<file path="src/hdl/hwr_pkg.sv">
// ---------------------------------------------------------------------------
// hwr_pkg
// Types and constants shared by the hue wheel RGB PWM driver.
// ---------------------------------------------------------------------------
package hwr_pkg;

  localparam int HUE_W     = 9;
  localparam int DUTY_W    = 8;
  localparam int CNT_W     = 16;
  localparam int CFG_IDX_W = 2;
  localparam int CFG_DAT_W = 16;
  localparam int K_W       = 6;

  // Reciprocal of the sector width: floor(x / 60) == (x * RECIP) >> RECIP_SHIFT
  // for every x below 23831, well above the largest ramp product (60 * 255).
  localparam int RECIP_SHIFT = 20;
  localparam int RECIP_W     = 15;
  localparam logic [RECIP_W-1:0] RECIP = 15'd17477;
  localparam int SCALE_W     = DUTY_W + RECIP_W;
  localparam int PROD_W      = SCALE_W + K_W;

  localparam logic [HUE_W-1:0] SECTOR1  = 9'd60;
  localparam logic [HUE_W-1:0] SECTOR2  = 9'd120;
  localparam logic [HUE_W-1:0] SECTOR3  = 9'd180;
  localparam logic [HUE_W-1:0] SECTOR4  = 9'd240;
  localparam logic [HUE_W-1:0] SECTOR5  = 9'd300;
  localparam logic [HUE_W:0]   HUE_FULL = 10'd360;

  localparam logic [DUTY_W-1:0] PHASE_STEP  = 8'd8;
  localparam logic [DUTY_W-1:0] SET_LIMIT   = 8'd8;
  localparam logic [DUTY_W-1:0] GREEN_START = 8'(255 / 3);
  localparam logic [DUTY_W-1:0] BLUE_START  = 8'(255 / 3 * 2);

  // Register indexes
  localparam logic [CFG_IDX_W-1:0] REG_PEAK  = 2'd0;
  localparam logic [CFG_IDX_W-1:0] REG_FLOOR = 2'd1;
  localparam logic [CFG_IDX_W-1:0] REG_INC   = 2'd2;
  localparam logic [CFG_IDX_W-1:0] REG_DWELL = 2'd3;

  localparam logic [DUTY_W-1:0] PEAK_RST  = 8'd255;
  localparam logic [DUTY_W-1:0] FLOOR_RST = 8'd0;
  localparam logic [HUE_W-1:0]  INC_RST   = 9'd16;
  localparam logic [CNT_W-1:0]  DWELL_RST = 16'd2550;

  typedef struct packed {
    logic [DUTY_W-1:0] red;
    logic [DUTY_W-1:0] green;
    logic [DUTY_W-1:0] blue;
  } duty_t;

  typedef struct packed {
    logic              red_on;
    logic              green_on;
    logic              blue_on;
    logic [HUE_W-1:0]  hue_now;
    logic [DUTY_W-1:0] red_duty;
    logic [DUTY_W-1:0] green_duty;
    logic [DUTY_W-1:0] blue_duty;
  } result_t;

endpackage

</file>
<file path="src/hdl/hwr_duty.sv">
// ---------------------------------------------------------------------------
// hwr_duty
// Six-sector hue wheel: red, green and blue duty levels for one hue.
// ---------------------------------------------------------------------------
module hwr_duty (
  input  logic [hwr_pkg::HUE_W-1:0]   hue,
  input  logic [hwr_pkg::DUTY_W-1:0]  peak_level,
  input  logic [hwr_pkg::DUTY_W-1:0]  floor_level,
  input  logic [hwr_pkg::SCALE_W-1:0] scale,
  input  logic                        neg,
  output hwr_pkg::duty_t              duty
);
  import hwr_pkg::*;

  logic [HUE_W-1:0]  k_full;
  logic [K_W-1:0]    k;
  logic [PROD_W-1:0] prod;
  logic [DUTY_W-1:0] q;
  logic [DUTY_W-1:0] ramp;

  // Ramp position inside the sector, 0..60
  always_comb begin
    if (hue < SECTOR1) begin
      k_full = hue;
    end else if (hue < SECTOR2) begin
      k_full = SECTOR2 - hue;
    end else if (hue < SECTOR3) begin
      k_full = hue - SECTOR2;
    end else if (hue < SECTOR4) begin
      k_full = SECTOR4 - hue;
    end else if (hue < SECTOR5) begin
      k_full = hue - SECTOR4;
    end else begin
      k_full = HUE_FULL[HUE_W-1:0] - hue;
    end
  end

  assign k    = k_full[K_W-1:0];
  // scale already holds |peak - floor| times the reciprocal of 60
  assign prod = PROD_W'(k) * PROD_W'(scale);
  assign q    = prod[RECIP_SHIFT +: DUTY_W];
  assign ramp = neg ? (floor_level - q) : (floor_level + q);

  always_comb begin
    if (hue < SECTOR1) begin
      duty = '{red: peak_level, green: ramp, blue: floor_level};
    end else if (hue < SECTOR2) begin
      duty = '{red: ramp, green: peak_level, blue: floor_level};
    end else if (hue < SECTOR3) begin
      duty = '{red: floor_level, green: peak_level, blue: ramp};
    end else if (hue < SECTOR4) begin
      duty = '{red: floor_level, green: ramp, blue: peak_level};
    end else if (hue < SECTOR5) begin
      duty = '{red: ramp, green: floor_level, blue: peak_level};
    end else begin
      duty = '{red: peak_level, green: floor_level, blue: ramp};
    end
  end

endmodule

</file>
<file path="src/hdl/hwr_skid.sv">
// ---------------------------------------------------------------------------
// hwr_skid
// Two-entry result buffer between the state update and the output channel.
// ---------------------------------------------------------------------------
module hwr_skid (
  input  logic             clk,
  input  logic             rst,
  input  logic             push,
  input  hwr_pkg::result_t push_data,
  output logic             full,
  output logic             out_valid,
  input  logic             out_stall,
  output hwr_pkg::result_t out_data
);
  import hwr_pkg::*;

  result_t    entry0;
  result_t    entry1;
  logic [1:0] count;
  logic       pop;

  assign pop       = out_valid && !out_stall;
  assign out_valid = (count != 2'd0);
  assign full      = (count == 2'd2);
  assign out_data  = entry0;

  always_ff @(posedge clk) begin
    if (rst) begin
      count <= 2'd0;
    end else begin
      case ({push, pop})
        2'b10: count <= count + 2'd1;
        2'b01: count <= count - 2'd1;
        default: count <= count;
      endcase
    end
  end

  always_ff @(posedge clk) begin
    case ({push, pop})
      2'b10: begin
        if (count == 2'd0) begin
          entry0 <= push_data;
        end else begin
          entry1 <= push_data;
        end
      end
      2'b01: begin
        entry0 <= entry1;
      end
      2'b11: begin
        // one entry held: it leaves as the new one arrives
        entry0 <= push_data;
      end
      default: begin
        entry0 <= entry0;
      end
    endcase
  end

endmodule

</file>
<file path="src/hdl/hue_wheel_rgb_pwm.sv">
// ---------------------------------------------------------------------------
// hue_wheel_rgb_pwm
// Hue-cycling RGB LED driver with three phase-shifted software PWM channels.
// ---------------------------------------------------------------------------
// Usage:
//   Input channel (in_valid / in_stall / tick): each transfer is one step;
//   tick = 1 advances one microsecond, tick = 0 just reports the state.
//   Output channel (out_valid / out_stall): one result per input transfer,
//   in order, showing LED levels, the hue in effect and the three duties
//   as they stand after that step.
//   Configuration: cfg_write with cfg_index selects peak, floor, hue step
//   or dwell length; write only while no results are outstanding.
//   out_valid rises in the cycle after an input transfer; throughput is one
//   item per cycle while in_stall is low. Each step is settled in one pass
//   through the phase compares and the wheel's single 6x23 ramp multiplier.
//   Reset: registers return to 255 / 0 / 16 / 2550, hue 0 with duties
//   255, 0, 0, phases 0 / 85 / 170, all LEDs dark, no results pending.
//   A two-entry result buffer absorbs output stalls; in_stall rises only
//   when both entries are held.
// ---------------------------------------------------------------------------
module hue_wheel_rgb_pwm (
  input  logic                          clk,
  input  logic                          rst,
  input  logic                          cfg_write,
  input  logic [hwr_pkg::CFG_IDX_W-1:0] cfg_index,
  input  logic [hwr_pkg::CFG_DAT_W-1:0] cfg_data,
  input  logic                          in_valid,
  output logic                          in_stall,
  input  logic                          tick,
  output logic                          out_valid,
  input  logic                          out_stall,
  output logic                          red_on,
  output logic                          green_on,
  output logic                          blue_on,
  output logic [hwr_pkg::HUE_W-1:0]     hue_now,
  output logic [hwr_pkg::DUTY_W-1:0]    red_duty,
  output logic [hwr_pkg::DUTY_W-1:0]    green_duty,
  output logic [hwr_pkg::DUTY_W-1:0]    blue_duty
);
  import hwr_pkg::*;

  // Configuration
  logic [DUTY_W-1:0]  peak_level;
  logic [DUTY_W-1:0]  floor_level;
  logic [HUE_W-1:0]   hue_increment;
  logic [CNT_W-1:0]   dwell_ticks;
  logic [SCALE_W-1:0] scale;
  logic               neg;
  logic [DUTY_W-1:0]  peak_next;
  logic [DUTY_W-1:0]  floor_next;
  logic [DUTY_W-1:0]  mag_next;

  // Step state
  logic [HUE_W-1:0]  hue_deg;
  logic [CNT_W-1:0]  dwell_count;
  logic [DUTY_W-1:0] red_phase;
  logic [DUTY_W-1:0] green_phase;
  logic [DUTY_W-1:0] blue_phase;
  duty_t             duty;
  logic [2:0]        leds;

  logic [HUE_W-1:0]  hue_deg_next;
  logic [CNT_W-1:0]  dwell_count_next;
  logic [DUTY_W-1:0] red_phase_next;
  logic [DUTY_W-1:0] green_phase_next;
  logic [DUTY_W-1:0] blue_phase_next;
  duty_t             duty_next;
  logic [2:0]        leds_next;

  logic [CNT_W:0]    count_inc;
  logic              dwell_end;
  logic [HUE_W:0]    hue_sum;
  logic [HUE_W-1:0]  hue_step;
  duty_t             wheel_duty;
  logic              accept;
  logic              full;
  result_t           result;
  result_t           out_data;

  assign accept   = in_valid && !in_stall;
  assign in_stall = full;

  // Register writes; the ramp scale is loaded at the same edge as peak and floor
  assign peak_next  = (cfg_write && cfg_index == REG_PEAK) ? cfg_data[DUTY_W-1:0] : peak_level;
  assign floor_next = (cfg_write && cfg_index == REG_FLOOR) ? cfg_data[DUTY_W-1:0]
                                                            : floor_level;
  assign mag_next   = (floor_next > peak_next) ? (floor_next - peak_next)
                                               : (peak_next - floor_next);

  always_ff @(posedge clk) begin
    if (rst) begin
      peak_level    <= PEAK_RST;
      floor_level   <= FLOOR_RST;
      hue_increment <= INC_RST;
      dwell_ticks   <= DWELL_RST;
      scale         <= SCALE_W'(PEAK_RST - FLOOR_RST) * SCALE_W'(RECIP);
      neg           <= 1'b0;
    end else begin
      peak_level  <= peak_next;
      floor_level <= floor_next;
      scale       <= SCALE_W'(mag_next) * SCALE_W'(RECIP);
      neg         <= (floor_next > peak_next);
      if (cfg_write && cfg_index == REG_INC) begin
        hue_increment <= cfg_data[HUE_W-1:0];
      end
      if (cfg_write && cfg_index == REG_DWELL) begin
        dwell_ticks <= cfg_data[CNT_W-1:0];
      end
    end
  end

  // Next hue and its duties
  assign hue_sum  = {1'b0, hue_deg} + {1'b0, hue_increment};
  assign hue_step = (hue_sum >= HUE_FULL) ? '0 : hue_sum[HUE_W-1:0];

  hwr_duty u_duty (
    .hue         (hue_step),
    .peak_level  (peak_level),
    .floor_level (floor_level),
    .scale       (scale),
    .neg         (neg),
    .duty        (wheel_duty)
  );

  assign count_inc = {1'b0, dwell_count} + 17'd1;
  assign dwell_end = (count_inc >= {1'b0, dwell_ticks});

  always_comb begin
    hue_deg_next     = hue_deg;
    dwell_count_next = dwell_count;
    red_phase_next   = red_phase;
    green_phase_next = green_phase;
    blue_phase_next  = blue_phase;
    duty_next        = duty;
    leds_next        = leds;
    if (tick) begin
      // set wins over clear
      leds_next[0] = (red_phase <= SET_LIMIT) || (leds[0] && !(red_phase > duty.red));
      leds_next[1] = (green_phase <= SET_LIMIT) ||
                     (leds[1] && !(green_phase > duty.green));
      leds_next[2] = (blue_phase <= SET_LIMIT) || (leds[2] && !(blue_phase > duty.blue));
      if (dwell_end) begin
        hue_deg_next     = hue_step;
        dwell_count_next = '0;
        red_phase_next   = '0;
        green_phase_next = GREEN_START;
        blue_phase_next  = BLUE_START;
        duty_next        = wheel_duty;
      end else begin
        dwell_count_next = count_inc[CNT_W-1:0];
        red_phase_next   = red_phase + PHASE_STEP;
        green_phase_next = green_phase + PHASE_STEP;
        blue_phase_next  = blue_phase + PHASE_STEP;
      end
    end
  end

  always_ff @(posedge clk) begin
    if (rst) begin
      hue_deg     <= '0;
      dwell_count <= '0;
      red_phase   <= '0;
      green_phase <= GREEN_START;
      blue_phase  <= BLUE_START;
      duty        <= '{red: PEAK_RST, green: FLOOR_RST, blue: FLOOR_RST};
      leds        <= '0;
    end else if (accept) begin
      hue_deg     <= hue_deg_next;
      dwell_count <= dwell_count_next;
      red_phase   <= red_phase_next;
      green_phase <= green_phase_next;
      blue_phase  <= blue_phase_next;
      duty        <= duty_next;
      leds        <= leds_next;
    end
  end

  assign result = '{
    red_on:     leds_next[0],
    green_on:   leds_next[1],
    blue_on:    leds_next[2],
    hue_now:    hue_deg_next,
    red_duty:   duty_next.red,
    green_duty: duty_next.green,
    blue_duty:  duty_next.blue
  };

  hwr_skid u_skid (
    .clk       (clk),
    .rst       (rst),
    .push      (accept),
    .push_data (result),
    .full      (full),
    .out_valid (out_valid),
    .out_stall (out_stall),
    .out_data  (out_data)
  );

  assign red_on     = out_data.red_on;
  assign green_on   = out_data.green_on;
  assign blue_on    = out_data.blue_on;
  assign hue_now    = out_data.hue_now;
  assign red_duty   = out_data.red_duty;
  assign green_duty = out_data.green_duty;
  assign blue_duty  = out_data.blue_duty;

endmodule
</file>
<file path="config.mk">
export PLATFORM = sky130hd
export DESIGN_NAME = hue_wheel_rgb_pwm
export DESIGN_NICKNAME = d
export VERILOG_FILES = /design/src/hdl/hwr_pkg.sv /design/src/hdl/hwr_duty.sv /design/src/hdl/hwr_skid.sv /design/src/hdl/hue_wheel_rgb_pwm.sv
export SDC_FILE = /design/constraint.sdc
export NUM_CORES = 1
export LEC_CHECK = 0
export BUFFER_PORTS_ARGS = -buffer_cell sky130_fd_sc_hd__buf_2
export CAP_MARGIN = 20
export CORE_MARGIN = 2
export CORE_UTILIZATION = 30
export DETAILED_ROUTE_END_ITERATION = 8
export PLACE_DENSITY = 0.56
export SLEW_MARGIN = 5
export SYNTH_ARGS = -nofsm -noshare
export SYNTH_HDL_FRONTEND = slang
export SYNTH_SLANG_ARGS = --single-unit
export TNS_END_PERCENT = 5
</file>
<file path="constraint.sdc">
create_clock -name clk -period 17 [get_ports clk]
set_input_delay 0 -clock clk [delete_from_list [all_inputs] [get_ports clk]]
set_output_delay 0 -clock clk [all_outputs]
set_load 0.05 [all_outputs]
</file>
# [Word-level counts from Yosys, hierarchy flattened]
# Index checks and enable logic that the tools add are counted.
[totals] reg_bits=215 in_bits=24 output_inout_bits=38 word_cells=123
[classes] addsub=16 mul=2 n_lt_le_gt_ge=14 eq_ne=8 mux=27 bitwise_logic=1 reduce_logical=25
[op_table] op="24-bit two-way mux" n=7
[op_table] op="36-bit case mux with 3 select lines" n=1
[op_table] op="8-bit two-way mux" n=7
[op_table] op="36-bit two-way mux" n=1
[op_table] op="8-bit > comparator" n=4
[op_table] op="6-bit two-way mux" n=5
[op_table] op="6-bit by 23-bit multiplier with 28-bit output" n=1
[op_table] op="9-bit two-way mux" n=3
[op_table] op="8-bit by 4-bit adder with 8-bit output (second input constant)" n=3
[op_table] op="8-bit by 4-bit less-or-equal comparator with 1-bit output (second input constant)" n=3
[op_table] op="8-bit subtractor" n=3
[op_table] op="8-bit by 15-bit multiplier with 23-bit output (second input constant)" n=1
[op_table] op="9-bit by 8-bit < comparator with 1-bit output (second input constant)" n=2
[op_table] op="6-bit subtractor (first input constant)" n=3
[op_table] op="16-bit by 1-bit adder with 17-bit output (second input constant)" n=1
[op_table] op="17-bit by 16-bit >= comparator with 1-bit output" n=1
[op_table] op="16-bit two-way mux" n=1
[op_table] op="6-bit subtractor (second input constant)" n=2
[op_table] op="9-bit by 9-bit adder with 10-bit output" n=1
[op_table] op="2-bit == test (second input constant)" n=5
[op_table] op="10-bit by 9-bit >= comparator with 1-bit output (second input constant)" n=1
[op_table] op="1-bit logical AND" n=9
[op_table] op="9-bit by 6-bit < comparator with 1-bit output (second input constant)" n=1
[op_table] op="9-bit by 7-bit < comparator with 1-bit output (second input constant)" n=1
[op_table] op="other kinds (15)" n=26

# [Depth between registers and ports, before layout]
# Gate-level depths: netlist of run 1.
[logic_depth] depth_word=21 depth_mapped=59 depth_no_buf=56

# [Modules after synthesis]
# Synthesis of run 1 repeated with hierarchy kept, for this count alone.
[unflattened] hier_cells=1833 hier_area_um2=16766.1
[by_module_without_submodules] module="hue_wheel_rgb_pwm" instances=1 cells_each=1002 area_each_um2=8540.7 seq_area_each_um2=2662.6
[by_module_without_submodules] module="hwr_duty" instances=1 cells_each=701 area_each_um2=5490.3 seq_area_each_um2=0.0
[by_module_without_submodules] module="hwr_skid" instances=1 cells_each=130 area_each_um2=2735.1 seq_area_each_um2=2202.1

# [Worst setup path after synthesis of run 1]
# OpenSTA, ideal clock, no wires.
[synth_timing] path_type="flip-flop to flip-flop" startpoint="register hue_deg[0]" endpoint="register u_skid.entry0, in the netlist u_skid.out_data[15], data pin" setup_ns=0.260 arrival_time_ns=10.879 required_ns=16.740 setup_slack_ns=5.861 path_stages_with_launch=56 path_buffers=4 period_less_slack_ns=11.139 path_cell_list="dfxtp_1 ha_1 inv_1 fa_1 nor2b_1 o2111ai_1 a41o_1 or2_2 clkbuf_1 nand3_1 and2_1 clkbuf_1 nand2_1 inv_2 ha_1 a21o_1 nand2_1 nand2_1 [20 not listed] xnor2_1 inv_1 ha_1 nor2_1 xnor2_1 ha_1 inv_1 o21ai_0 a21oi_1 o21bai_1 nand3_1 nand2_1 xnor2_1 xnor2_1 xnor2_1 xnor2_2 o221ai_2 mux2_2"
[synth_rtl] element="start, declared" line_no="hue_wheel_rgb_pwm.sv:54" rtl="logic [HUE_W-1:0] hue_deg;"
[synth_rtl] element="start signal, assigned" line_no="hue_wheel_rgb_pwm.sv:168" rtl="hue_deg <= hue_deg_next;"
[synth_rtl] element="end signal, assigned" line_no="hwr_skid.sv:43" rtl="entry0 <= push_data;"
[synth_rtl] element="end signal, assigned" line_no="hwr_skid.sv:49" rtl="entry0 <= entry1;"
[synth_rtl] element="end signal, assigned" line_no="hwr_skid.sv:53" rtl="entry0 <= push_data;"
[synth_rtl] element="end, declared" line_no="hwr_skid.sv:17" rtl="result_t entry0;"

# [Worst setup path after layout of run 1]
[layout_timing] startpoint="register hue_deg[0]" endpoint="register u_skid.entry0, in the netlist u_skid.out_data[23], data pin"
[layout_between] elab_chain_len=21 elab_cells_between_ends=31 classes_between="add/sub: 8; mul: 1; order compare: 6; mux: 16"
[layout_lines] element="9-bit by 9-bit adder with 10-bit output *" line_no="hue_wheel_rgb_pwm.sv:113" rtl="assign hue_sum = {1'b0, hue_deg} + {1'b0, hue_increment};"
[layout_lines] element="10-bit by 9-bit >= comparator with 1-bit output" line_no="hue_wheel_rgb_pwm.sv:114" rtl="assign hue_step = (hue_sum >= HUE_FULL) ? '0 : hue_sum[HUE_W-1:0];"
[layout_lines] element="9-bit two-way mux *" line_no="hue_wheel_rgb_pwm.sv:114"
[layout_lines] element="9-bit < comparator, or another cell as far along" line_no="hwr_duty.sv:31, hwr_duty.sv:53"
[layout_lines] element="6-bit two-way mux" line_no="hwr_duty.sv:31" rtl="end else if (hue < SECTOR5) begin"
[layout_lines] element="6-bit two-way mux" line_no="hwr_duty.sv:29" rtl="end else if (hue < SECTOR4) begin"
[layout_lines] element="6-bit two-way mux" line_no="hwr_duty.sv:27" rtl="end else if (hue < SECTOR3) begin"
[layout_lines] element="6-bit two-way mux" line_no="hwr_duty.sv:25" rtl="end else if (hue < SECTOR2) begin"
[layout_lines] element="[5 not listed]"
[layout_lines] element="24-bit two-way mux" line_no="hwr_duty.sv:51" rtl="end else if (hue < SECTOR4) begin"
[layout_lines] element="24-bit two-way mux" line_no="hwr_duty.sv:49" rtl="end else if (hue < SECTOR3) begin"
[layout_lines] element="24-bit two-way mux" line_no="hwr_duty.sv:47" rtl="end else if (hue < SECTOR2) begin"
[layout_lines] element="24-bit two-way mux *" line_no="hwr_duty.sv:45" rtl="if (hue < SECTOR1) begin"
[layout_lines] element="24-bit two-way mux *" line_no="hue_wheel_rgb_pwm.sv:142" rtl="if (dwell_end) begin"
[layout_lines] element="24-bit two-way mux *" line_no="hue_wheel_rgb_pwm.sv:136" rtl="if (tick) begin"
[layout_lines] element="36-bit two-way mux" line_no="hwr_skid.sv:42" rtl="if (count == 2'd0) begin"
[layout_lines] element="36-bit case mux with 3 select lines *" line_no="hwr_skid.sv:40" rtl="case ({push, pop})"
# Every way passes the cells marked *; elsewhere a longest branch is shown, timed or not. The select of a mux whose other input is x is not followed.
# A chain may end at the register's enable or synchronous reset.

==> impl_metrics.tcl, run 1 <==
set metrics [dict create \
    synthFlopType "dfxtp_1" \
    yosysSeqAreaShare_pct 29.4 \
    vias 13200 \
    wl_met1_mm 20.3 \
    clk_latency_ns 0.55 \
    finClkSkew_ns 0.0148 \
    antenna_found_initial 0 \
    cts_buffers 26 \
    p_clk_share_pct 20.3 \
    drt_iter0_drc 965 \
    viasPerCell 5.00 \
    first_pass_iters 5 \
    gp_congestion 0.891 \
    dp_hpwl_mm 32.5 \
    ys_ff_latch 207 \
    cts_resized 0 \
    cp-start-kind "register" \
    finalCritPeriodShare_pct 78.2 \
    syn_to_final_growth_pct 12.5 \
    dp_slack_ns 3.88 \
    min_period_ns 13.29 \
    avgSynthCellArea_um2 8.88 \
    intPower_mw 1.51 \
    diodes 0 \
    seq_power_share_pct 25.5 \
    grt_pass1_vias 13100 \
    portBuffers 61 \
    core_mm2 0.0549 \
    grt_overflow 0 \
    max_cap_viol_count 0 \
    tns_ns 0 \
    htreeDepth 1 \
    drcViolationCount 0 \
    fill_cells 5658 \
    ant_nets 0 \
    synth_cells 1865 \
    dpl-instance-area_mm2 0.0176 \
    hold_class "in2reg" \
    drive_gt1_share_pct 10.1 \
    worst_pin_slew_ns 1.01 \
    routedWlPerCell_um 16.3 \
    cpMaxStageDelayCell "nor2_1" \
    cts_tree "built" \
    min_from "in_valid" \
    die_w_um 239 \
    rsz0062_at_grt "false" \
    hold_slack_ns 0.0440 \
    p_sw_share_pct 44.1 \
    grt_start_max_net_pins 71 \
    dieArea_mm2 0.0571 \
    path_clk_slew_ns 0.06 \
    cp_data_required_time_ns 17.37 \
    combinationalPowerShare_pct 54.2 \
    fmax_mhz 75.3 \
    path_class "reg2reg" \
    top_layer_used "met4" \
    arrival_ns 13.66 \
    cts.sinks 207 \
    grt_usage_pct 15.2 \
    fin_nets 2177 \
    critPathLaunch "hue_deg[0]" \
    cts-root-buf "clkbuf_16" \
    synth_cell_types 80 \
    cp-end-kind "register" \
    wl_met2_mm 20.3 \
    final_cell_area_mm2 0.0186 \
    synth_nets 2127 \
    setup_violations 0 \
    status "finished clean" \
    synth_edf_count 72 \
    hold_viol 0 \
    initial_core_util_pct 30.2 \
    slowest_delay_ns 0.88 \
    leakagePower_nw 8.36 \
    drt-total-wl_mm 43.0 \
    num_io_pins 62 \
    syn-cell-area_mm2 0.0166 \
    r2r-start "hue_deg[0]" \
    grt_pass1_wl_mm 70.2 \
    rows 86 \
    worst_slack_ns 3.71 \
    synthArstFlopShare_pct 0 \
    die_h_um 239 \
    p_switching_mw 1.19 \
    drv_slew 0 \
    max-clock-path-buffers 3 \
    relSlewSlack_pct 32.5 \
    dr_wl_met3_mm 1.70 \
    cpMostUsedCell "inv_1" \
    irDropWorstVdd_mv 0.105 \
    ys.warnings.count 0 \
    worst-path-max-fanout 23 \
    power_density_mw_per_mm2 145 \
]
synthesized netlist by cell type (5+ instances only):
library cell | instances | area, µm²
nor2b_1 | 47 | 294
o21bai_1 | 12 | 90.1
a31oi_1 | 15 | 93.8
nand2_1 | 216 | 811
nor2_1 | 120 | 450
nand4_1 | 22 | 138
and3_1 | 21 | 131
o21a_1 | 11 | 82.6
a22oi_1 | 8 | 60.1
or2_2 | 9 | 56.3
inv_1 | 193 | 724
nand2b_1 | 23 | 144
dfxtp_1 | 135 | 2700
a211o_1 | 16 | 140
o22ai_1 | 11 | 68.8
o21ai_0 | 78 | 390
clkbuf_1 | 67 | 251
a211oi_1 | 10 | 75.1
nand3_1 | 25 | 125
xor2_1 | 35 | 307
mux2i_1 | 34 | 340
edfxtp_1 | 72 | 2160
nor4_1 | 6 | 37.5
a31o_2 | 6 | 52.6
ha_1 | 146 | 1830
nand3b_1 | 14 | 105
and2_1 | 98 | 613
or3_1 | 7 | 43.8
xnor2_1 | 37 | 324
a21o_1 | 28 | 210
mux2_2 | 38 | 428
a21oi_1 | 108 | 541
fa_1 | 92 | 1840
o31ai_1 | 5 | 37.5
nor3_1 | 19 | 95.1
cell type report:
cell class / count / area (µm²) / share of cell area (%)
Timing Repair Buffer: 97 / 636 / 3.41
Clock inverter: 17 / 181 / 0.973
Sequential cell: 207 / 4860 / 26.1
Multi-Input combinational cell: 1387 / 10700 / 57.3
Clock buffer: 28 / 658 / 3.53
Tap cell: 704 / 881 / 4.72
Inverter: 196 / 736 / 3.95
path summary, 6_finish.rpt:
check | endpoint | slack, ns | depth (start not counted)
worst max-delay path | u_skid.out_data[23] | 3.71 | 52
worst min register to register | dwell_ticks[3] | 0.46 | 2
worst max register to register | u_skid.out_data[23] | 3.71 | 52
worst min-delay path | leds[2] | 0.04 | 4
repair_timing:
action | CTS | global route
setup buffers | 0 | 0
endpoints found under the hold margin | 62 | 0
setup endpoints to repair | 0 | 0
hold buffers | 18 | 0
critical path: cells and delay by family, from the launching register on:
| kind | cells | cell delay, ns |
|---|---|---|
| AND/OR/NAND/NOR | 16 | 4.52 |
| AO/OA/AOI/OAI | 11 | 2.58 |
| buffers and inverters | 8 | 0.90 |
| adder cells (fa/ha/maj) | 9 | 3.26 |
| XOR/XNOR | 7 | 1.22 |
| flip-flops | 1 | 0.35 |
| multiplexers | 1 | 0.21 |
cell usage in the layout, fill, tap and decap left out, types with 5 or more instances in the layout:
master / synthesis / routed
a211o_1: 16 / 16
a211oi_1: 10 / 10
a21o_1: 28 / 28
a21oi_1: 108 / 108
a22oi_1: 8 / 8
a31o_2: 6 / 6
a31oi_1: 15 / 15
and2_1: 98 / 98
and3_1: 21 / 21
buf_2: 3 / 60
buf_4: 0 / 18
clkbuf_16: 0 / 26
clkinv_2: 0 / 7
dfxtp_1: 135 / 135
dlygate4sd3_1: 0 / 18
edfxtp_1: 72 / 72
fa_1: 92 / 92
ha_1: 146 / 146
inv_1: 193 / 193
mux2_2: 38 / 38
mux2i_1: 34 / 33
nand2_1: 216 / 215
nand2b_1: 23 / 23
nand3_1: 25 / 25
nand3b_1: 14 / 14
nand4_1: 22 / 22
nor2_1: 120 / 120
nor2b_1: 47 / 46
nor3_1: 19 / 19
nor4_1: 6 / 6
o21a_1: 11 / 11
o21ai_0: 78 / 78
o21bai_1: 12 / 12
o22ai_1: 11 / 11
o31ai_1: 5 / 5
or2_2: 9 / 9
or3_1: 7 / 7
xnor2_1: 37 / 37
xor2_1: 35 / 35
cells by family (layout without fill, tap and decap cells):
kind of cell | after synthesis | after routing | synth area share [%]
mux | 74 | 74 | 4.91
fa+ha+maj | 238 | 238 | 22.1
compound gates | 359 | 359 | 14.2
simple gates | 643 | 643 | 19.3
buf+inv | 271 | 338 | 6.21
xor+xnor | 73 | 73 | 3.90
flops | 207 | 207 | 29.4
routing by layer:
| metal | vias to the layer above | track usage [%] |
|---|---|---|
| li1 | 6439 | - |
| met5 | - | 0 |
| met4 | 0 | 3.45 |
| met3 | 40 | 1.88 |
| met2 | 246 | 25.5 |
| met1 | 6459 | 20.8 |
stage by stage:
| step | util [%] | instances | power (mW) |
|---|---|---|---|
| after detailed placement | 32.1 | 2572 | 2.16 |
| after global placement | 32.1 | 2572 | 2.14 |
| final | 34.0 | 2636 | 2.70 |
| after CTS | 33.9 | 2635 | 2.73 |
| after global routing | 34.0 | 2636 | 2.94 |
| after floorplan | - | 1865 | 1.82 |
power by group through the flow:
stage | sequential (mW) | combinational, mW | clock [mW]
after floorplan | 0.808 | 1.01 | 0
after global placement | 0.699 | 1.44 | 0
after detailed placement | 0.701 | 1.46 | 0
after CTS | 0.691 | 1.47 | 0.565
after global routing | 0.700 | 1.66 | 0.584
final | 0.688 | 1.46 | 0.549
registers in the layout, indices dropped and copies added, names as in the netlist:
name             flops
hue_increment        9
dwell_ticks         16
neg                  1
red_phase            5
leds                 3
u_skid.count         2
blue_phase           6
scale               23
u_skid.entry1       36
floor_level          8
green_phase          5
dwell_count         16
duty                24
peak_level           8
hue_deg              9
u_skid.out_data     36
Power figures use the tool's default switching activity.
==> run 2: changes to the inputs <==
--- a/config.mk
+++ b/config.mk
@@ -5,12 +5,13 @@
 export SDC_FILE = /design/constraint.sdc
 export NUM_CORES = 1
 export LEC_CHECK = 0
+export ABC_AREA = 1
 export BUFFER_PORTS_ARGS = -buffer_cell sky130_fd_sc_hd__buf_2
 export CAP_MARGIN = 20
 export CORE_MARGIN = 2
 export CORE_UTILIZATION = 30
 export DETAILED_ROUTE_END_ITERATION = 8
-export PLACE_DENSITY = 0.56
+export PLACE_DENSITY = 0.57
 export SLEW_MARGIN = 5
 export SYNTH_ARGS = -nofsm -noshare
 export SYNTH_HDL_FRONTEND = slang
==> constraint.sdc (replaced) <==
create_clock -name clk -period 11.6 [get_ports clk]
set_input_delay 0 -clock clk [delete_from_list [all_inputs] [get_ports clk]]
set_output_delay 0 -clock clk [all_outputs]
set_load 0.05 [all_outputs]
==> run 2 against run 1 <==
Net effect:
- cell area grew 0.62%
- power grew 57%
- worst setup slack lost 2.6 ns
- via count grew 9.4%
- the flow now finishes with violations (negative hold slack)
- final cell count grew 13%
- clock power grew 40%
==> impl_metrics.tcl, run 2 <==
set metrics [dict create \
    status "finished, violations left" \
    violations "negative hold slack" \
    drcViolationCount 0 \
    cts.sinks 207 \
    drive_gt1_share_pct 8.31 \
    grt_use_met1_pct 22.2 \
    synth_nets 2461 \
    hold_viol 1 \
    path_clk_slew_ns 0.07 \
    fill_cells 5795 \
    clk_latency_ns 0.53 \
    syn_to_final_growth_pct 13.1 \
    ys_ff_latch 207 \
    dp_hpwl_mm 35.1 \
    met2_usage_pct 27.0 \
    synth_cells 2199 \
    path_class "reg2reg" \
    portBuffers 61 \
    htreeDepth 1 \
    initial_core_util_pct 30.2 \
    synth_top_area_share_pct 16.3 \
    cts_buffers 24 \
    diodes 0 \
    cts_tree "built" \
    die_w_um 239 \
    relSlewSlack_pct 23.9 \
    max-clock-path-buffers 3 \
    irDropWorstVdd_mv 0.125 \
    synth_edf_count 72 \
    yosysTopAreaCell "dfxtp_1" \
    combinationalPowerShare_pct 59.2 \
    min_period_ns 10.48 \
    fin_util_pct 34.2 \
    cp-end-kind "register" \
    leakagePower_nw 9.08 \
    worst_pin_slew_ns 1.13 \
    grt_overflow 0 \
    seq_power_share_pct 22.7 \
    dieArea_mm2 0.0572 \
    cp-start-kind "register" \
    yosysSeqAreaShare_pct 29.3 \
    power_density_mw_per_mm2 226 \
    finClkSkew_ns 0.0102 \
    fin_nets 2530 \
    synth_cell_types 61 \
    setup_violations 0 \
    synthFlopType "dfxtp_1" \
    avgSynthCellArea_um2 7.55 \
    arrival_ns 10.76 \
    grt_pass1_wl_mm 74.1 \
    vias 14400 \
    p_clk_share_pct 18.0 \
    grt_start_max_net_pins 51 \
    cts-root-buf "clkbuf_16" \
    drv_slew 0 \
    intPower_mw 2.18 \
    cpMaxStageDelayCell "fa_1" \
    grt_usage_pct 16.0 \
    worst-path-max-fanout 20 \
    drt_iter0_drc 806 \
    final_cell_mix "nand2_1 (456), inv_1 (393), nor2_1 (222)" \
    syn-cell-area_mm2 0.0166 \
    synth.most_common_cell "nand2_1" \
    hold_class "in2reg" \
    gp_congestion 0.913 \
    fmax_mhz 95.4 \
    hold_slack_ns -0.00471 \
    busiest_layer "met2" \
    die_h_um 239 \
    slowest_delay_ns 0.57 \
    num_io_pins 62 \
    final_common_cell "nand2_1" \
    grtUsageMet3_pct 1.56 \
    cp_data_required_time_ns 11.88 \
    ys.warnings.count 0 \
    ant_nets 0 \
    rows 86 \
    grt_pass1_vias 14100 \
    tns_ns 0 \
    routedWlPerCell_um 15.1 \
    drt-total-wl_mm 45.2 \
    ys_top_cells_by_area "dfxtp_1 (16%), edfxtp_1 (13%), fa_1 (11%)" \
    cpMostUsedCell "nand2_1" \
    viasPerCell 4.82 \
    synthArstFlopShare_pct 0 \
    p_sw_share_pct 48.6 \
    rsz0062_at_grt "false" \
    p_switching_mw 2.06 \
    max_cap_viol_count 0 \
    core_mm2 0.0549 \
    synthTopCellsByCount "nand2_1 (457), inv_1 (394), nor2_1 (224), o21ai_0 (155), a21oi_1 (148)" \
    finalCritPeriodShare_pct 90.4 \
    first_pass_iters 5 \
    antenna_found_initial 0 \
]
-- run 2: path summary, 6_finish.rpt --
| check | start | end | slack [ns] | cells after the start |
|---|---|---|---|---|
| max reg2reg | hue_deg[0] | u_skid.out_data[7] | 1.12 | 65 |
| min reg2reg | dwell_ticks[12] | dwell_ticks[12] | 0.46 | 2 |
| min | cfg_index[1] | hue_increment[3] | -0.005 | 5 |
| max | hue_deg[0] | u_skid.out_data[7] | 1.12 | 65 |
-- run 2: layout make-up --
class	instances	area [µm²]	share of cell area, %
Sequential cell	207	4860	25.9
Clock inverter	13	136	0.727
Timing Repair inverter	1	7.51	0.0400
Multi-Input combinational cell	1528	10000	53.3
Clock buffer	31	648	3.45
Inverter	409	1560	8.30
Tap cell	704	881	4.69
Timing Repair Buffer	97	672	3.58
-- run 2: through the flow --
stage	hold slack [ns]	worst slack [ns]	instance area [µm²]	cells	total power, mW
floorplan	0.126	2.08	16600	2199	2.83
global placement	0.223	1.11	17700	2920	3.42
detailed placement	0.228	0.854	17700	2921	3.46
CTS	0.000961	0.816	18600	2982	4.25
global route	0.0406	0.0173	18800	2990	4.65
finish	-0.00471	1.12	18800	2990	4.24
-- run 2: timing repair --
action	in CTS	in global routing
gates resized for setup	0	10
setup endpoints to repair	0	9
hold buffers	17	2
buffers inserted	0	2
hold endpoints to repair	40	1
-- run 2: per-layer routing --
metal  vias to the layer above  wire length, µm
met5                         -                0
met4                         0              815
met3                        56             1790
met2                       331            21100
met1                      6834            21400
li1                       7199                -
-- run 2: kinds of logic after synthesis --
kind of cell             Yosys count  share of synthesized area [%]
adder cells (fa/ha/maj)          238                           22.1
multiplexers                       3                          0.181
AO/OA/AOI/OAI                    398                           13.6
flip-flops                       207                           29.3
buffers and inverters            464                           10.6
AND/OR/NAND/NOR                  844                           21.9
XOR/XNOR                          45                           2.38
-- run 2: power by group through the flow --
stage               registers, mW  clock network [mW]  logic (mW)
CTS                         0.966               0.782        2.50
floorplan                    1.14                   0        1.68
detailed placement          0.981                   0        2.48
global placement            0.981                   0        2.44
global route                0.977               0.813        2.86
finish                      0.964               0.766        2.51
-- run 2: critical path: cells and delay by family, from the launching register on --
kind                     cells  cell delay [ns]
AO/OA/AOI/OAI               11             1.95
XOR/XNOR                     3             0.55
adder cells (fa/ha/maj)      9             3.34
buffers and inverters        9             1.07
flip-flops                   1             0.34
AND/OR/NAND/NOR             33             2.96
==> run 3: changes to the inputs <==
--- a/config.mk
+++ b/config.mk
@@ -11,6 +11,7 @@
 export CORE_MARGIN = 2
 export CORE_UTILIZATION = 30
 export DETAILED_ROUTE_END_ITERATION = 8
+export GPL_TIMING_DRIVEN = 0
 export PLACE_DENSITY = 0.57
 export SLEW_MARGIN = 5
 export SYNTH_ARGS = -nofsm -noshare
==> constraint.sdc (replaced) <==
create_clock -name clk -period 11.6 [get_ports clk]
set_input_delay 0 -clock clk [delete_from_list [all_inputs] [get_ports clk]]
set_output_delay 0 -clock clk [all_outputs]
set_load 0.005 [all_outputs]
==> run 3 against run 2 <==
Net effect:
- sequential power up 0.5%
- largest power group unchanged
- critical endpoint unchanged
- hold slack better by 0.036 ns
- the run now ends clean
- flip-flop and latch count unchanged
==> impl_metrics.tcl, run 3 (same netlist as run 2, synthesis figures left out) <==
set metrics [dict create \
    dieArea_mm2 0.0572 \
    rr_endpoint "u_skid.out_data[7]" \
    initial_core_util_pct 30.2 \
    hold_viol 0 \
    cts_buffers 23 \
    max_cap_viol_count 0 \
    drive_gt1_share_pct 8.39 \
    dp_hpwl_mm 38.8 \
    seq_power_share_pct 23.7 \
    relSlewSlack_pct 33.6 \
    worst_slack_ns 0.943 \
    worst_pin_slew_ns 0.996 \
    grt_pass1_wl_mm 77.2 \
    cts-root-buf "clkbuf_16" \
    grt_pass1_vias 14500 \
    final_cell_mix "nand2_1 (455), inv_1 (393), nor2_1 (221)" \
    portBuffers 61 \
    status "finished clean" \
    drv_slew 0 \
    die_h_um 239 \
    cp-end-kind "register" \
    finClkSkew_ns 0.0148 \
    htreeDepth 1 \
    setup_violations 0 \
    drt_iter0_drc 974 \
    intPower_mw 2.16 \
    fin_util_pct 34.3 \
    fin_nets 2570 \
    syn_to_final_growth_pct 13.5 \
    critPathLaunch "hue_deg[0]" \
    drcViolationCount 0 \
    stdcell_count 3028 \
    fill_cells 5866 \
    place_inst 2966 \
    cpMaxStageDelayCell "fa_1" \
    drt-total-wl_mm 48.3 \
    p_clk_share_pct 17.6 \
    hold_class "in2reg" \
    r2r_cells 66 \
    worst-path-max-fanout 10 \
    worstSetupEndpoint "u_skid.out_data[7]" \
    combinationalPowerShare_pct 58.7 \
    cp-start-kind "register" \
    leakagePower_nw 9.10 \
    antenna_found_initial 1 \
    path_class "reg2reg" \
    finalCritPeriodShare_pct 91.9 \
    regArea_mm2 0.00487 \
    routedWlPerCell_um 16.0 \
    r2r-start "hue_deg[0]" \
    vias 14600 \
    ant_nets 0 \
    p_sw_share_pct 47.3 \
    grt_overflow 0 \
    core_mm2 0.0549 \
    max-clock-path-buffers 3 \
    multi_input_area_mm2 0.0100 \
    dp_slack_ns -0.152 \
    fmax_mhz 93.8 \
    path_clk_slew_ns 0.06 \
    grt_start_max_net_pins 32 \
    cts_tree "built" \
    cpMostUsedCell "nand2_1" \
    die_w_um 239 \
    rows 86 \
    arrival_ns 10.93 \
    cts.sinks 207 \
    rrSetupSlack_ns 0.94 \
    num_io_pins 62 \
    gp_congestion 0.886 \
    diodes 0 \
    irDropWorstVdd_mv 0.146 \
    power_density_mw_per_mm2 217 \
    grt_usage_pct 17.0 \
    final_common_cell "nand2_1" \
    first_pass_iters 5 \
    min_period_ns 10.66 \
    viasPerCell 4.84 \
    cp_data_required_time_ns 11.87 \
    clk_latency_ns 0.52 \
    p_switching_mw 1.94 \
    slowest_delay_ns 0.55 \
]
run 3: how the worst min path moves through the flow:
stage / cells after the start / start / endpoint
after global placement: 3 / cfg_data[11] / dwell_ticks[11]
final: 4 / out_stall / u_skid.out_data[31]
after CTS: 4 / out_stall / u_skid.out_data[31]
after global routing: 4 / out_stall / u_skid.out_data[32]
after floorplan: 2 / cfg_data[11] / dwell_ticks[11]
after detailed placement: 3 / cfg_data[11] / dwell_ticks[11]
run 3: metrics by stage:
stage               cell area [µm²]  TNS [ns]  power, mW  hold WS [ns]
CTS                           18800         0       4.08        0.0146
detailed placement            17800    -0.496       3.33         0.224
finish                        18800         0       4.09        0.0314
global placement              17800   -0.0645       3.28         0.226
global route                  18800   -0.0301       4.48        0.0469
floorplan                     16600         0       2.65         0.126
run 3: what timing repair did:
item                                    CTS  global route
endpoints found under the setup margin    7            29
pin swaps                                 0             2
setup buffers                             0             1
hold endpoints to repair                 43             0
hold buffers                             19             0
gates resized for setup                   1            47
run 3: cell type report:
class / instances / share of cell area (%)
multi-input cells: 1528 / 53.2
flip-flops and latches: 207 / 25.8
inverters: 409 / 8.21
well taps: 704 / 4.68
clock buffers: 32 / 3.34
repair buffers: 84 / 2.91
plain buffers: 55 / 1.28
clock inverters: 9 / 0.512
run 3: critical path: cells and delay by family, from the launching register on:
kind,cells,cell delay [ns]
compound gates,9,1.55
xor+xnor,3,0.51
fa+ha+maj,9,3.25
buf+inv,12,1.30
flops,1,0.37
simple gates,33,3.37
run 3: routing by layer:
metal	vias up	track usage [%]	wire length, µm
li1	7278	-	-
met1	6993	23.5	23000
met2	319	28.2	22200
met3	51	2.22	2300
met4	0	3.43	892
met5	-	0	0
run 3: power by group through the flow:
stage | clock network, mW | logic, mW | registers, mW
6_report | 0.721 | 2.40 | 0.969
5_1_grt | 0.764 | 2.74 | 0.981
4_1_cts | 0.738 | 2.37 | 0.969
3_5_place_dp | 0 | 2.34 | 0.985
3_3_place_gp | 0 | 2.29 | 0.993
2_1_floorplan | 0 | 1.67 | 0.976
